**src/hdl/spq_pkg.sv**
```systemverilog
`default_nettype none
// ----------------------------------------------------------------------------
// spq_pkg
// Types and codes shared by the sorted priority queue modules.
// ----------------------------------------------------------------------------
package spq_pkg;

    localparam int VALUE_W = 32;
    localparam int PRIO_W  = 8;

    typedef enum logic {
        KIND_ENQ = 1'b0,
        KIND_DEQ = 1'b1
    } kind_t;

    typedef enum logic [1:0] {
        ST_OK    = 2'd0,
        ST_EMPTY = 2'd1,
        ST_FULL  = 2'd2
    } status_t;

    typedef enum logic [2:0] {
        S_IDLE,
        S_DEQ,
        S_SCAN,
        S_PLACE,
        S_FINISH
    } state_t;

    typedef struct packed {
        logic [PRIO_W-1:0]         prio;
        logic signed [VALUE_W-1:0] value;
    } entry_t;

    typedef struct packed {
        logic                      valid;
        status_t                   status;
        logic signed [VALUE_W-1:0] value;
    } result_t;

endpackage
`default_nettype wire

```
**src/hdl/spq_req_if.sv**
```systemverilog
`default_nettype none
// ----------------------------------------------------------------------------
// spq_req_if
// Request channel: one enqueue or dequeue transaction per handshake.
// ----------------------------------------------------------------------------
interface spq_req_if;

    logic                              valid;
    logic                              ready;
    spq_pkg::kind_t                    kind;
    logic signed [spq_pkg::VALUE_W-1:0] item_value;
    logic [spq_pkg::PRIO_W-1:0]        item_priority;

    modport source (output valid, output kind, output item_value, output item_priority,
                    input ready);
    modport sink (input valid, input kind, input item_value, input item_priority,
                  output ready);

endinterface
`default_nettype wire

```
**src/hdl/spq_rsp_if.sv**
```systemverilog
`default_nettype none
// ----------------------------------------------------------------------------
// spq_rsp_if
// Response channel: one status and value per request transaction.
// ----------------------------------------------------------------------------
interface spq_rsp_if;

    logic                              valid;
    logic                              ready;
    spq_pkg::status_t                  status;
    logic signed [spq_pkg::VALUE_W-1:0] out_value;

    modport source (output valid, output status, output out_value, input ready);
    modport sink (input valid, input status, input out_value, output ready);

endinterface
`default_nettype wire

```
**src/hdl/spq_ram.sv**
```systemverilog
`default_nettype none
// ----------------------------------------------------------------------------
// spq_ram
// Generic simple dual-port RAM with one write port and a registered read.
// ----------------------------------------------------------------------------
module spq_ram #(
    parameter int WIDTH = 40,
    parameter int DEPTH = 16
) (
    input  wire logic                     clk,
    input  wire logic                     we,
    input  wire logic [$clog2(DEPTH)-1:0] waddr,
    input  wire logic [WIDTH-1:0]         wdata,
    input  wire logic [$clog2(DEPTH)-1:0] raddr,
    output logic      [WIDTH-1:0]         rdata
);

    logic [WIDTH-1:0] mem [DEPTH];

    always_ff @(posedge clk)
    begin
        if (we)
        begin
            mem[waddr] <= wdata;
        end
        rdata <= mem[raddr];
    end

endmodule
`default_nettype wire

```
**src/hdl/spq_ctrl.sv**
```systemverilog
`default_nettype none
// ----------------------------------------------------------------------------
// spq_ctrl
// Sequencer of the sorted queue: keeps the circular window over the entry
// RAM and performs the backward insertion scan and the head removal.
// ----------------------------------------------------------------------------
module spq_ctrl #(
    parameter int CAPACITY = 16
) (
    input  wire logic                        clk,
    input  wire logic                        rst_n,
    spq_req_if.sink                          req,
    output logic                             ram_we,
    output logic [$clog2(CAPACITY)-1:0]      ram_waddr,
    output spq_pkg::entry_t                  ram_wdata,
    output logic [$clog2(CAPACITY)-1:0]      ram_raddr,
    input  wire spq_pkg::entry_t             ram_rdata,
    output spq_pkg::result_t                 res,
    input  wire logic                        res_taken
);

    localparam int AW = $clog2(CAPACITY);
    localparam int CW = $clog2(CAPACITY + 1);

    function automatic logic [AW-1:0] ptr_inc(input logic [AW-1:0] p);
        return (p == AW'(CAPACITY - 1)) ? '0 : p + 1'b1;
    endfunction

    function automatic logic [AW-1:0] ptr_dec(input logic [AW-1:0] p);
        return (p == '0) ? AW'(CAPACITY - 1) : p - 1'b1;
    endfunction

    spq_pkg::state_t state_reg, state_next;
    logic [AW-1:0]   head_reg, head_next;
    logic [AW-1:0]   tail_reg, tail_next;
    logic [CW-1:0]   count_reg, count_next;
    logic [AW-1:0]   rd_ptr_reg, rd_ptr_next;
    logic [AW-1:0]   wr_ptr_reg, wr_ptr_next;
    logic [CW-1:0]   left_reg, left_next;
    spq_pkg::entry_t new_entry_reg, new_entry_next;
    spq_pkg::status_t res_status_reg, res_status_next;
    logic signed [spq_pkg::VALUE_W-1:0] res_value_reg, res_value_next;

    logic accept;
    logic is_deq;
    logic q_full;
    logic q_empty;
    logic do_shift;
    logic last_one;

    assign accept   = req.valid && req.ready;
    assign is_deq   = (req.kind == spq_pkg::KIND_DEQ);
    assign q_full   = (count_reg == CW'(CAPACITY));
    assign q_empty  = (count_reg == '0);
    assign do_shift = (ram_rdata.prio < new_entry_reg.prio);
    assign last_one = (left_reg == CW'(1));

    always_comb
    begin
        state_next = state_reg;
        unique case (state_reg)
            spq_pkg::S_IDLE:
            begin
                if (accept)
                begin
                    if (is_deq)
                    begin
                        state_next = q_empty ? spq_pkg::S_FINISH : spq_pkg::S_DEQ;
                    end
                    else if (q_full || q_empty)
                    begin
                        state_next = spq_pkg::S_FINISH;
                    end
                    else
                    begin
                        state_next = spq_pkg::S_SCAN;
                    end
                end
            end
            spq_pkg::S_DEQ:
            begin
                state_next = spq_pkg::S_FINISH;
            end
            spq_pkg::S_SCAN:
            begin
                if (!do_shift)
                begin
                    state_next = spq_pkg::S_FINISH;
                end
                else if (last_one)
                begin
                    state_next = spq_pkg::S_PLACE;
                end
            end
            spq_pkg::S_PLACE:
            begin
                state_next = spq_pkg::S_FINISH;
            end
            spq_pkg::S_FINISH:
            begin
                if (res_taken)
                begin
                    state_next = spq_pkg::S_IDLE;
                end
            end
            default:
            begin
                state_next = spq_pkg::S_IDLE;
            end
        endcase
    end

    always_comb
    begin
        req.ready  = 1'b0;
        ram_we     = 1'b0;
        ram_waddr  = wr_ptr_reg;
        ram_wdata  = new_entry_reg;
        ram_raddr  = rd_ptr_reg;
        res.valid  = 1'b0;
        res.status = res_status_reg;
        res.value  = res_value_reg;
        unique case (state_reg)
            spq_pkg::S_IDLE:
            begin
                req.ready = 1'b1;
                if (is_deq)
                begin
                    ram_raddr = head_reg;
                end
                else
                begin
                    ram_raddr = ptr_dec(tail_reg);
                    ram_waddr = tail_reg;
                    ram_wdata = '{prio: req.item_priority, value: req.item_value};
                    ram_we    = accept && q_empty;
                end
            end
            spq_pkg::S_SCAN:
            begin
                ram_we    = 1'b1;
                ram_waddr = wr_ptr_reg;
                ram_wdata = do_shift ? ram_rdata : new_entry_reg;
                ram_raddr = ptr_dec(rd_ptr_reg);
            end
            spq_pkg::S_PLACE:
            begin
                ram_we = 1'b1;
            end
            spq_pkg::S_FINISH:
            begin
                res.valid = 1'b1;
            end
            default:
            begin
                ram_we = 1'b0;
            end
        endcase
    end

    always_comb
    begin
        head_next       = head_reg;
        tail_next       = tail_reg;
        count_next      = count_reg;
        rd_ptr_next     = rd_ptr_reg;
        wr_ptr_next     = wr_ptr_reg;
        left_next       = left_reg;
        new_entry_next  = new_entry_reg;
        res_status_next = res_status_reg;
        res_value_next  = res_value_reg;
        case (state_reg)
            spq_pkg::S_IDLE:
            begin
                if (accept)
                begin
                    new_entry_next  = '{prio: req.item_priority, value: req.item_value};
                    res_status_next = spq_pkg::ST_OK;
                    res_value_next  = '0;
                    if (is_deq)
                    begin
                        if (q_empty)
                        begin
                            res_status_next = spq_pkg::ST_EMPTY;
                        end
                    end
                    else if (q_full)
                    begin
                        res_status_next = spq_pkg::ST_FULL;
                    end
                    else
                    begin
                        rd_ptr_next = ptr_dec(tail_reg);
                        wr_ptr_next = tail_reg;
                        left_next   = count_reg;
                        tail_next   = ptr_inc(tail_reg);
                        count_next  = count_reg + 1'b1;
                    end
                end
            end
            spq_pkg::S_DEQ:
            begin
                res_value_next = ram_rdata.value;
                head_next      = ptr_inc(head_reg);
                count_next     = count_reg - 1'b1;
            end
            spq_pkg::S_SCAN:
            begin
                if (do_shift)
                begin
                    wr_ptr_next = rd_ptr_reg;
                    rd_ptr_next = ptr_dec(rd_ptr_reg);
                    left_next   = left_reg - 1'b1;
                end
            end
            default:
            begin
                left_next = left_reg;
            end
        endcase
    end

    always_ff @(posedge clk or negedge rst_n)
    begin
        if (!rst_n)
        begin
            state_reg <= spq_pkg::S_IDLE;
            head_reg  <= '0;
            tail_reg  <= '0;
            count_reg <= '0;
        end
        else
        begin
            state_reg <= state_next;
            head_reg  <= head_next;
            tail_reg  <= tail_next;
            count_reg <= count_next;
        end
    end

    always_ff @(posedge clk)
    begin
        rd_ptr_reg     <= rd_ptr_next;
        wr_ptr_reg     <= wr_ptr_next;
        left_reg       <= left_next;
        new_entry_reg  <= new_entry_next;
        res_status_reg <= res_status_next;
        res_value_reg  <= res_value_next;
    end

endmodule
`default_nettype wire

```
**src/hdl/sorted_priority_queue.sv**
```systemverilog
`default_nettype none
// ----------------------------------------------------------------------------
// sorted_priority_queue
// Bounded priority queue kept sorted in a circular entry RAM.
// ----------------------------------------------------------------------------
// Each request transaction gives exactly one response transaction. Entries
// sit in one RAM in descending priority, oldest first among equal
// priorities, inside a circular window, so a dequeue only reads the head
// in S_DEQ before S_FINISH. An enqueue walks back from the tail in S_SCAN,
// moving one lower-priority entry a cycle through the single RAM write
// port, and writes the new entry in S_SCAN or S_PLACE; an enqueue into an
// empty queue, a full enqueue and an empty dequeue go straight to S_FINISH.
// The response sits in an output register, and a new request waits until
// the previous response has entered it, once the register is empty or read.
// ----------------------------------------------------------------------------
module sorted_priority_queue #(
    parameter int CAPACITY = 16
) (
    input  wire logic clk,
    input  wire logic rst_n,
    spq_req_if.sink   req,
    spq_rsp_if.source rsp
);

    localparam int AW = $clog2(CAPACITY);

    logic             ram_we;
    logic [AW-1:0]    ram_waddr;
    spq_pkg::entry_t  ram_wdata;
    logic [AW-1:0]    ram_raddr;
    spq_pkg::entry_t  ram_rdata;
    spq_pkg::result_t res;
    logic             res_taken;

    logic                               out_valid_reg;
    spq_pkg::status_t                   out_status_reg;
    logic signed [spq_pkg::VALUE_W-1:0] out_value_reg;

    spq_ram #(
        .WIDTH ($bits(spq_pkg::entry_t)),
        .DEPTH (CAPACITY)
    ) u_ram (
        .clk   (clk),
        .we    (ram_we),
        .waddr (ram_waddr),
        .wdata (ram_wdata),
        .raddr (ram_raddr),
        .rdata (ram_rdata)
    );

    spq_ctrl #(
        .CAPACITY (CAPACITY)
    ) u_ctrl (
        .clk       (clk),
        .rst_n     (rst_n),
        .req       (req),
        .ram_we    (ram_we),
        .ram_waddr (ram_waddr),
        .ram_wdata (ram_wdata),
        .ram_raddr (ram_raddr),
        .ram_rdata (ram_rdata),
        .res       (res),
        .res_taken (res_taken)
    );

    assign res_taken = res.valid && (!out_valid_reg || rsp.ready);

    always_ff @(posedge clk or negedge rst_n)
    begin
        if (!rst_n)
        begin
            out_valid_reg <= 1'b0;
        end
        else if (res_taken)
        begin
            out_valid_reg <= 1'b1;
        end
        else if (rsp.ready)
        begin
            out_valid_reg <= 1'b0;
        end
    end

    always_ff @(posedge clk)
    begin
        if (res_taken)
        begin
            out_status_reg <= res.status;
            out_value_reg  <= res.value;
        end
    end

    assign rsp.valid     = out_valid_reg;
    assign rsp.status    = out_status_reg;
    assign rsp.out_value = out_value_reg;

endmodule
`default_nettype wire
```
**src/flat_wrapper.sv**
```systemverilog
// flat-port wrapper written by rule: the top's interface ports become plain ports
module sorted_priority_queue_flat 
#(
    parameter int CAPACITY = 16
)
  (clk, rst_n, req_valid, req_kind, req_item_value, req_item_priority, req_ready, rsp_valid, rsp_status, rsp_out_value, rsp_ready);
  spq_req_if req_i ();
  spq_rsp_if rsp_i ();
  input  wire logic clk;
  input  wire logic rst_n;
  input wire logic [$bits(req_i.valid)-1:0] req_valid;
  input wire logic [$bits(req_i.kind)-1:0] req_kind;
  input wire logic [$bits(req_i.item_value)-1:0] req_item_value;
  input wire logic [$bits(req_i.item_priority)-1:0] req_item_priority;
  output wire logic [$bits(req_i.ready)-1:0] req_ready;
  output wire logic [$bits(rsp_i.valid)-1:0] rsp_valid;
  output wire logic [$bits(rsp_i.status)-1:0] rsp_status;
  output wire logic [$bits(rsp_i.out_value)-1:0] rsp_out_value;
  input wire logic [$bits(rsp_i.ready)-1:0] rsp_ready;
  assign req_i.valid = req_valid;
  assign req_i.kind = req_kind;
  assign req_i.item_value = req_item_value;
  assign req_i.item_priority = req_item_priority;
  assign req_ready = req_i.ready;
  assign rsp_valid = rsp_i.valid;
  assign rsp_status = rsp_i.status;
  assign rsp_out_value = rsp_i.out_value;
  assign rsp_i.ready = rsp_ready;
  sorted_priority_queue #(.CAPACITY(CAPACITY)) u_core (.clk(clk), .rst_n(rst_n), .req(req_i), .rsp(rsp_i));
endmodule
```
**config.mk**
```make
export PLATFORM = sky130hd
export DESIGN_NAME = sorted_priority_queue_flat
export DESIGN_NICKNAME = d
export VERILOG_FILES = /design/src/hdl/spq_pkg.sv /design/src/hdl/spq_req_if.sv /design/src/hdl/spq_rsp_if.sv /design/src/hdl/spq_ram.sv /design/src/hdl/spq_ctrl.sv /design/src/hdl/sorted_priority_queue.sv /design/src/flat_wrapper.sv
export SDC_FILE = /design/constraint.sdc
export NUM_CORES = 1
export LEC_CHECK = 0
export ABC_AREA = 1
export BUFFER_PORTS_ARGS = -buffer_cell sky130_fd_sc_hd__buf_2
export CORE_MARGIN = 2
export CORE_UTILIZATION = 40
export DETAILED_ROUTE_END_ITERATION = 8
export PLACE_DENSITY = 0.64
export SYNTH_ARGS = -nofsm -noshare
export SYNTH_HDL_FRONTEND = slang
export SYNTH_SLANG_ARGS = --single-unit
export TNS_END_PERCENT = 20
```
**constraint.sdc**
```tcl
create_clock -name clk -period 4.3 [get_ports clk]
set_input_delay 0.43 -clock clk [delete_from_list [all_inputs] [get_ports clk]]
set_output_delay 0.43 -clock clk [all_outputs]
set_load 0.005 [all_outputs]
```
==> results of run 1 <==
-- worst reg2reg max path, delay by kind of cell, from the launching register on --
kind	cells	cell delay [ps]
buffers and inverters	2	400
flip-flops	1	410
AND/OR/NAND/NOR	4	1780
AO/OA/AOI/OAI	1	670
-- power breakdown --
group / internal, mW / leakage (nW) / switching, mW / total [mW]
registers: 11.7 / 7.46 / 0.421 / 12.1
logic: 4.31 / 7.71 / 11.4 / 15.7
clock network: 4.49 / 1.44 / 3.16 / 7.65
total: 20.5 / 16.6 / 15.0 / 35.5
-- stage by stage --
step	utilization	setup slack, ps	cell area (sq um)	instances
after floorplan	-	518	35400	3299
after global placement	0.427	786	37600	4451
after detailed placement	0.427	800	37600	4451
after CTS	0.465	781	41000	4650
after global routing	0.465	559	41000	4651
final	0.465	756	41000	4653
-- metal layers --
layer | vias to the layer above | routed length (um)
li1 | 11372 | -
met1 | 11896 | 39500
met2 | 984 | 44400
met3 | 128 | 7590
met4 | 0 | 1770
met5 | - | 0
-- logic make-up (layout without fill, tap and decap cells) --
family | after synthesis | after routing
flip-flops | 818 | 818
other | 0 | 2
AND/OR/NAND/NOR | 1496 | 1496
multiplexers | 1 | 1
adder cells (fa/ha/maj) | 17 | 17
XOR/XNOR | 8 | 8
buffers and inverters | 745 | 932
AO/OA/AOI/OAI | 214 | 214
-- cell usage in the layout, fill, tap and decap left out, types with 20 or more instances in the layout --
cell type	n
sky130_fd_sc_hd__nor2_1	86
sky130_fd_sc_hd__dfxtp_1	40
sky130_fd_sc_hd__nor2_4	21
sky130_fd_sc_hd__edfxtp_1	761
sky130_fd_sc_hd__nand3_1	737
sky130_fd_sc_hd__buf_12	20
sky130_fd_sc_hd__o21ai_0	103
sky130_fd_sc_hd__dlygate4sd3_1	36
sky130_fd_sc_hd__nand3b_1	107
sky130_fd_sc_hd__clkbuf_1	24
sky130_fd_sc_hd__nand2_1	526
sky130_fd_sc_hd__clkbuf_16	87
sky130_fd_sc_hd__a21oi_1	95
sky130_fd_sc_hd__buf_2	80
sky130_fd_sc_hd__buf_4	82
sky130_fd_sc_hd__inv_1	544
-- final cells by class --
class / instances / area, sq um
multi-input combinational: 1736 / 8630
sequential: 818 / 24100
fill: 7934 / 47100
clock buffer: 128 / 2500
tap: 1165 / 1460
clock inverter: 35 / 459
inverter: 551 / 2070
timing repair buffer: 218 / 1780
antenna: 2 / 5.00
-- Yosys cell counts --
cell / instances
sky130_fd_sc_hd__inv_1: 547
sky130_fd_sc_hd__o32ai_1: 1
sky130_fd_sc_hd__nor2_4: 2
sky130_fd_sc_hd__nand4_1: 2
sky130_fd_sc_hd__a21oi_1: 96
sky130_fd_sc_hd__ha_1: 16
sky130_fd_sc_hd__dfrtp_1: 17
sky130_fd_sc_hd__buf_1: 3
sky130_fd_sc_hd__nor3_4: 1
sky130_fd_sc_hd__o21ai_1: 2
sky130_fd_sc_hd__o21ai_0: 104
sky130_fd_sc_hd__a31oi_1: 2
sky130_fd_sc_hd__mux2i_1: 1
sky130_fd_sc_hd__a211oi_1: 1
sky130_fd_sc_hd__fa_1: 1
sky130_fd_sc_hd__dfxtp_1: 40
sky130_fd_sc_hd__nand2_1: 529
sky130_fd_sc_hd__nand3_1: 738
sky130_fd_sc_hd__nor3_1: 4
sky130_fd_sc_hd__a22oi_1: 1
sky130_fd_sc_hd__xor2_1: 6
sky130_fd_sc_hd__o22ai_1: 2
sky130_fd_sc_hd__nor2_1: 104
sky130_fd_sc_hd__o2111ai_1: 1
sky130_fd_sc_hd__nor2_2: 1
sky130_fd_sc_hd__a31oi_4: 1
sky130_fd_sc_hd__edfxtp_1: 761
sky130_fd_sc_hd__nand2_2: 2
sky130_fd_sc_hd__inv_2: 4
sky130_fd_sc_hd__clkbuf_1: 101
sky130_fd_sc_hd__o211ai_1: 2
sky130_fd_sc_hd__nand3_2: 1
sky130_fd_sc_hd__buf_2: 89
sky130_fd_sc_hd__xnor2_1: 2
sky130_fd_sc_hd__or2_2: 4
sky130_fd_sc_hd__o21a_1: 1
sky130_fd_sc_hd__buf_4: 1
sky130_fd_sc_hd__nor4_1: 1
sky130_fd_sc_hd__nand3b_1: 107
-- final timing paths --
kind / startpoint / to / slack (ps)
worst max-delay path: u_core.u_ctrl.count_reg[0] / u_core.u_ram.mem[1][7] / 760
worst min-delay path: req_item_value[18] / u_core.u_ctrl.new_entry_reg[18] / 20
worst max register to register: u_core.u_ctrl.count_reg[0] / u_core.u_ram.mem[1][7] / 760
worst min register to register: u_core.u_ctrl.res_status_reg[0] / u_core.rsp.status[0] / 390
max in group asynchronous: rst_n / u_core.u_ctrl.tail_reg[1] / 3720
min in group asynchronous: rst_n / u_core.u_ctrl.count_reg[3] / 270
==> out/qor_table.md, run 1 <==
| Result | Reported |
| --- | --- |
| Routed len/inst | 20.1 um |
| Finish-stage setup viols | 0 |
| Synth Net Count | 3361 |
| Worst hold margin | 19.1 ps |
| Max reg flops | 640 |
| Initial standard-cell utilization of the core | 0.402 |
| Worst Hold Class | primary input to register |
| Buffer cell driving the clock tree root | sky130_fd_sc_hd__clkbuf_16 |
| Total routed wirelength | 93400 um |
| Worst-path fanout max | 16 |
| Input/output buffers | 80 |
| DIE WIDTH | 302 um |
| Final-stage net count | 3474 |
| Max Cap Viol | 0 |
| Sequential element share of the synthesized area | 0.680 |
| Largest stage delay on the critical path | 670 ps |
| Total count of hold-check failures in the final report | 0 |
| Vias per cell | 5.24 |
| Worst voltage drop across the vdd grid | 0.00135 V |
| Final Total Pwr | 35.5 mW |
| Unrepaired setup endpoints after global routing | no |
| Delay-heaviest family, CP | simple AND/OR/NAND/NOR gates |
| Chip Height | 302 um |
| CP required | 4650 ps |
| Number of core rows | 109 |
| Result of the run | completed |
| Core Region | 88100 sq um |
| Pin count of the biggest net entering global routing | 170 |
| Synthesized-area fraction occupied by ao, oa, aoi and oai cells | 0.0314 |
| Via count of the first global-routing pass | 23459 |
| Arrival time of the worst setup path | 3890 ps |
| Adder-cell share of the synthesized area | 0.00622 |
| Total overflow reported by the global router | 0 |
| Number of antenna violations at the first check in global routing | 1 |
| Slowest cell on the critical path | sky130_fd_sc_hd__o32ai_1 |
| Mean cell area of the mapped netlist | 10.7 sq um |
| Hold buffer count at cts | 36 |
| Area growth from synthesis to final layout | 15.7% |
| GRT Total Usage | 0.205 |
| Kind of end point of the critical path | register |
| Cell area after synthesis | 35400 sq um |
| Max Transition Viols Final | 0 |
| Post-synthesis share of cell area spent on and, or, nand and nor gates | 0.198 |
| Wire length of the first global-routing pass | 142000 um |
| Cell accounting for the most synthesized area | sky130_fd_sc_hd__edfxtp_1 |
| Pwr dens | 866 nW/um^2 |
| Pre-Repair DR Iteration Count | 6 |
| Clock sink total | 818 |
| Xor and xnor area share after synthesis | 0.00198 |
| Leak | 16.6 nW |
| I/O pin count | 81 |
| Fraction of synthesized cell area taken by the top area cell type | 0.645 |
| Count of antenna-violating nets left after detailed routing | 0 |
| Ordered cell list for the critical path | inv_1, nand4_1, or2_2, o32ai_1, nand3_1, nor2_4, buf_12 |
| Synth warnings | 0 |
| Buffer count from post-CTS setup fixing | 0 |
| DRC violation count after routing | 0 |
| Final critical-path required period | 3540 ps |
| Top post-synthesis cells by area | sky130_fd_sc_hd__edfxtp_1, sky130_fd_sc_hd__nand3_1, sky130_fd_sc_hd__inv_1, sky130_fd_sc_hd__nand2_1, sky130_fd_sc_hd__nand3b_1 |
| Buffers from clock root to sink, at most | 3 |
| DRC marker count from the first detailed-route iteration | 2388 |
| Slew headroom | 0.202 |
| Total Neg Setup Slack | 0 ps |
| Portion of the clock cycle consumed by the worst path in the final layout | 0.824 |
| Met1 track demand over resource | 0.284 |
| Vias | 24380 |
| Critical path type | register to register |
| Setup clock skew after layout | 42.0 ps |
| Most utilized layer in the global route result | met2 |
| Levels on crit path | 7 |
| Count of cells along the worst register-to-register path | 7 |
| Register bit count reported by yosys | 818 |
| Slew @ Worst Pin | 1200 ps |
| Instance count along the most critical hold path | 1 |
| Combined buffer and inverter count along the critical path | 2 |
| TritonCTS clock tree | yes |
| Distinct cell type count after synthesis | 39 |
| Met2 Resource Use GR | 0.335 |
| Synth Instances | 3299 |
| H-tree depth reported by CTS | 3 |
| Kind of launch point of the worst setup path | register |
| Cells resized by post-CTS repair | 0 |
| Share of cells above drive strength 1 | 0.103 |
| Weighted congestion reported at the end of routability-driven placement | 0.790 |
| Source-to-sink clock delay at the later pin of the worst-skew pair | 660 ps |
| Maximum frequency from static timing analysis | 0.282 GHz |
| Full die area | 90900 sq um |
| Share of cell area taken by muxes after synthesis | 0.000283 |
| M3 GR Usage | 0.0329 |
| Main combinational cell family by area after synthesis | simple AND/OR/NAND/NOR gates |
| Clock buffer count from CTS | 87 |
| Half-perimeter wire length after detailed placement | 48400 um |
| Clk slew on worst S/H paths | 60 ps |
Power figures use the tool's default switching activity.
==> run 2: changes to the inputs <==
--- a/config.mk
+++ b/config.mk
@@ -10,7 +10,7 @@
 export CORE_MARGIN = 2
 export CORE_UTILIZATION = 40
 export DETAILED_ROUTE_END_ITERATION = 8
-export PLACE_DENSITY = 0.64
+export PLACE_DENSITY = 0.66
 export SYNTH_ARGS = -nofsm -noshare
 export SYNTH_HDL_FRONTEND = slang
 export SYNTH_SLANG_ARGS = --single-unit
==> constraint.sdc (replaced) <==
create_clock -name clk -period 2.99 [get_ports clk]
set_input_delay 0.299 -clock clk [delete_from_list [all_inputs] [get_ports clk]]
set_output_delay 0.299 -clock clk [all_outputs]
set_load 0.005 [all_outputs]
==> run 2 against run 1 <==
- maximum frequency is 23% higher
- worst hold slack better by 51 ps
- sequential share of layout area fell by 0.69 points
- via count rose by 1.4%
- clock power up 39%
- core utilization up 0.56 points
- largest cell class unchanged
==> out/qor_table.md, run 2 (synthesized netlist as in run 1, its figures left out) <==
| Result | Reported | vs previous |
| --- | --- | --- |
| Number of antenna violations at the first check in global routing | 1 | unchanged |
| Leak | 16.8 nW | +1.2% |
| Routed len/inst | 20.5 um | +2.4% |
| Number of core rows | 109 | unchanged |
| Finish-stage setup viols | 0 | unchanged |
| Slew @ Worst Pin | 1110 ps | -84.6 ps |
| DIE WIDTH | 302 um | unchanged |
| Result of the run | completed |  |
| CP required | 3300 ps | -1350 ps |
| Area growth from synthesis to final layout | 17.1% |  |
| Worst-path fanout max | 12 | -4 |
| Startpoint of the lowest-slack register-to-register path | u_core.u_ctrl.state_reg[0] |  |
| Total count of hold-check failures in the final report | 0 | unchanged |
| Post-layout util | 0.471 | +0.00557 |
| Cell total after placement | 4483 | +0.72% |
| Half-perimeter wire length after detailed placement | 52200 um | +7.9% |
| Number of non-filler instances in the completed layout | 4686 | +0.71% |
| Combined buffer and inverter count along the critical path | 3 | +1 |
| Buffer count from post-CTS setup fixing | 0 | unchanged |
| Input/output buffers | 80 | unchanged |
| Weighted congestion reported at the end of routability-driven placement | 0.845 | +7.0% |
| Final-stage net count | 3510 | +1.0% |
| End point of the worst hold path | u_core.u_ctrl.state_reg[0] |  |
| Multi-input gate area in the final layout | 8640 sq um | +0.17% |
| Max Transition Viols Final | 0 | unchanged |
| Number of filler instances in the final layout | 7911 | -0.29% |
| Ordered cell list for the critical path | nor2_4, nand2_2, nor2_4, inv_1, o32ai_1, buf_4, nand3b_1, nor2_4, buf_4 |  |
| Wire length of the first global-routing pass | 144000 um | +1.7% |
| Worst hold margin | 69.8 ps | +50.7 ps |
| Post-route cell area | 41500 sq um | +1.2% |
| Max reg flops | 640 | unchanged |
| FF-to-FF End | u_core.u_ram.mem[14][27] |  |
| Cell mode on critical path | sky130_fd_sc_hd__nor2_4 |  |
| Worst Hold Class | primary input to register |  |
| Count of antenna-violating nets left after detailed routing | 0 | unchanged |
| Total Neg Setup Slack | 0 ps | unchanged |
| Pre-Repair DR Iteration Count | 6 | unchanged |
| Full die area | 90900 sq um | unchanged |
| Final Total Pwr | 51.2 mW | +44% |
| TritonCTS clock tree | yes |  |
| Max Cap Viol | 0 | unchanged |
| GRT Total Usage | 0.210 | +0.00519 |
| Pwr dens | 1230 nW/um^2 | +43% |
| Worst voltage drop across the vdd grid | 0.00141 V | +4.7% |
| Count of cells along the worst register-to-register path | 9 | +2 |
| Delay-heaviest family, CP | simple AND/OR/NAND/NOR gates |  |
| Clock sink total | 818 | unchanged |
| Initial standard-cell utilization of the core | 0.402 | unchanged |
| Largest stage delay on the critical path | 440 ps | -230 ps |
| Arrival time of the worst setup path | 3190 ps | -700 ps |
| Via count of the first global-routing pass | 23489 | +0.13% |
| Slew headroom | 0.255 | +0.0532 |
| Vias per cell | 5.28 | +0.68% |
| Area post-placement | 38200 sq um | +1.5% |
| Worst Min Path Start | req_kind |  |
| Core Region | 88100 sq um | unchanged |
| DRC violation count after routing | 0 | unchanged |
| Leading cell types in the layout, fill and taps excluded | sky130_fd_sc_hd__edfxtp_1, sky130_fd_sc_hd__nand3_1, sky130_fd_sc_hd__inv_1, sky130_fd_sc_hd__nand2_1, sky130_fd_sc_hd__nand3b_1 |  |
| Maximum frequency from static timing analysis | 0.347 GHz | +23% |
| Clk slew on worst S/H paths | 60 ps | about the same |
| Most common cell after layout, fill and taps aside | sky130_fd_sc_hd__edfxtp_1 |  |
| Instance count along the most critical hold path | 3 | +2 |
| Buffers from clock root to sink, at most | 3 | unchanged |
| Clock buffer count from CTS | 86 | -1.1% |
| Post-Place Setup Slack | 109 ps | -690 ps |
| Setup clock skew after layout | 36.0 ps | -6.03 ps |
| Unrepaired setup endpoints after global routing | no |  |
| I/O pin count | 81 | unchanged |
| Chip Height | 302 um | unchanged |
| Kind of end point of the critical path | register |  |
| Slowest cell on the critical path | sky130_fd_sc_hd__dfrtp_1 |  |
| Source-to-sink clock delay at the later pin of the worst-skew pair | 650 ps | about the same |
| Final critical-path required period | 2880 ps | -660 ps |
| Total overflow reported by the global router | 0 | unchanged |
| H-tree depth reported by CTS | 3 | unchanged |
| Portion of the clock cycle consumed by the worst path in the final layout | 0.965 | +0.140 |
| FF/Latch Area | 24100 sq um | unchanged |
| Vias | 24719 | +1.4% |
| Worst-case register-to-register setup slack | 110 ps | -650 ps |
| Share of cells above drive strength 1 | 0.112 | +0.00838 |
| Total routed wirelength | 96200 um | +3.1% |
| Kind of launch point of the worst setup path | register |  |
| Final setup margin | 106 ps | -650 ps |
| Critical path type | register to register |  |
| DRC marker count from the first detailed-route iteration | 2771 | +16% |
| Buffer cell driving the clock tree root | sky130_fd_sc_hd__clkbuf_16 |  |
| Pin count of the biggest net entering global routing | 121 | -29% |
==> run 2: cell types whose count changed in the layout (fill, tap and decap cells not counted), sizes merged <==
cell         change
clkinvlp         +1
dlygate4sd3      +6
clkbuf          -18
diode            -1
inv              +1
clkinv          +13
buf             +31
==> run 2: worst max path at each step <==
stage / depth (start not counted) / endpoint / slack (ps) / from
3_3_place_gp: 10 / u_core.u_ram.mem[5][38] / 80 / u_core.u_ctrl.new_entry_reg[33]
5_1_grt: 10 / u_core.u_ram.mem[12][37] / 2 / u_core.u_ctrl.state_reg[0]
2_1_floorplan: 7 / u_core.u_ram.mem[11][0] / -210 / u_core.u_ctrl.state_reg[2]
4_1_cts: 10 / u_core.u_ram.mem[2][6] / 80 / u_core.u_ctrl.new_entry_reg[33]
6_report: 9 / u_core.u_ram.mem[14][27] / 110 / u_core.u_ctrl.state_reg[0]
3_5_place_dp: 10 / u_core.u_ram.mem[5][6] / 110 / u_core.u_ctrl.new_entry_reg[33]
==> run 2: timing repair <==
item | CTS | global route
hold endpoints to repair | 58 | 0
endpoints found under the setup margin | 0 | 64
hold buffers | 42 | 0
gates resized for setup | 0 | 4
==> run 2: report_power, final <==
group          internal, mW  switching [mW]  leakage, nW
clock                  6.13            4.52         1.39
sequential             16.8           0.637         7.46
combinational          6.85            16.2         7.97
total                  29.8            21.4         16.8
==> run 2: routing by layer <==
metal,routed length (um),GRT usage,share of wire,up-vias
met5,0,0,0,-
met4,2570,0.0682,0.027,0
met3,8200,0.0290,0.085,167
met2,44400,0.331,0.46,1125
met1,41100,0.300,0.43,11990
li1,-,-,-,11437
==> run 2: worst reg2reg max path: stages (launching register included) <==
cell                       delay, ps
sky130_fd_sc_hd__dfrtp_1         440
sky130_fd_sc_hd__nor2_4          120
sky130_fd_sc_hd__nand2_2         170
sky130_fd_sc_hd__nor2_4          200
sky130_fd_sc_hd__inv_1           180
sky130_fd_sc_hd__o32ai_1         320
sky130_fd_sc_hd__buf_4           190
sky130_fd_sc_hd__nand3b_1        320
sky130_fd_sc_hd__nor2_4          260
sky130_fd_sc_hd__buf_4           330
==> run 2: layout make-up <==
| cell class | instances | share of cell area |
|---|---|---|
| tap | 1165 | 0.0352 |
| inverter | 551 | 0.0500 |
| sequential | 818 | 0.581 |
| clock inverter | 50 | 0.0122 |
| multi-input combinational | 1736 | 0.208 |
| antenna | 1 | 0.0000603 |
| clock buffer | 110 | 0.0558 |
| timing repair buffer | 255 | 0.0577 |
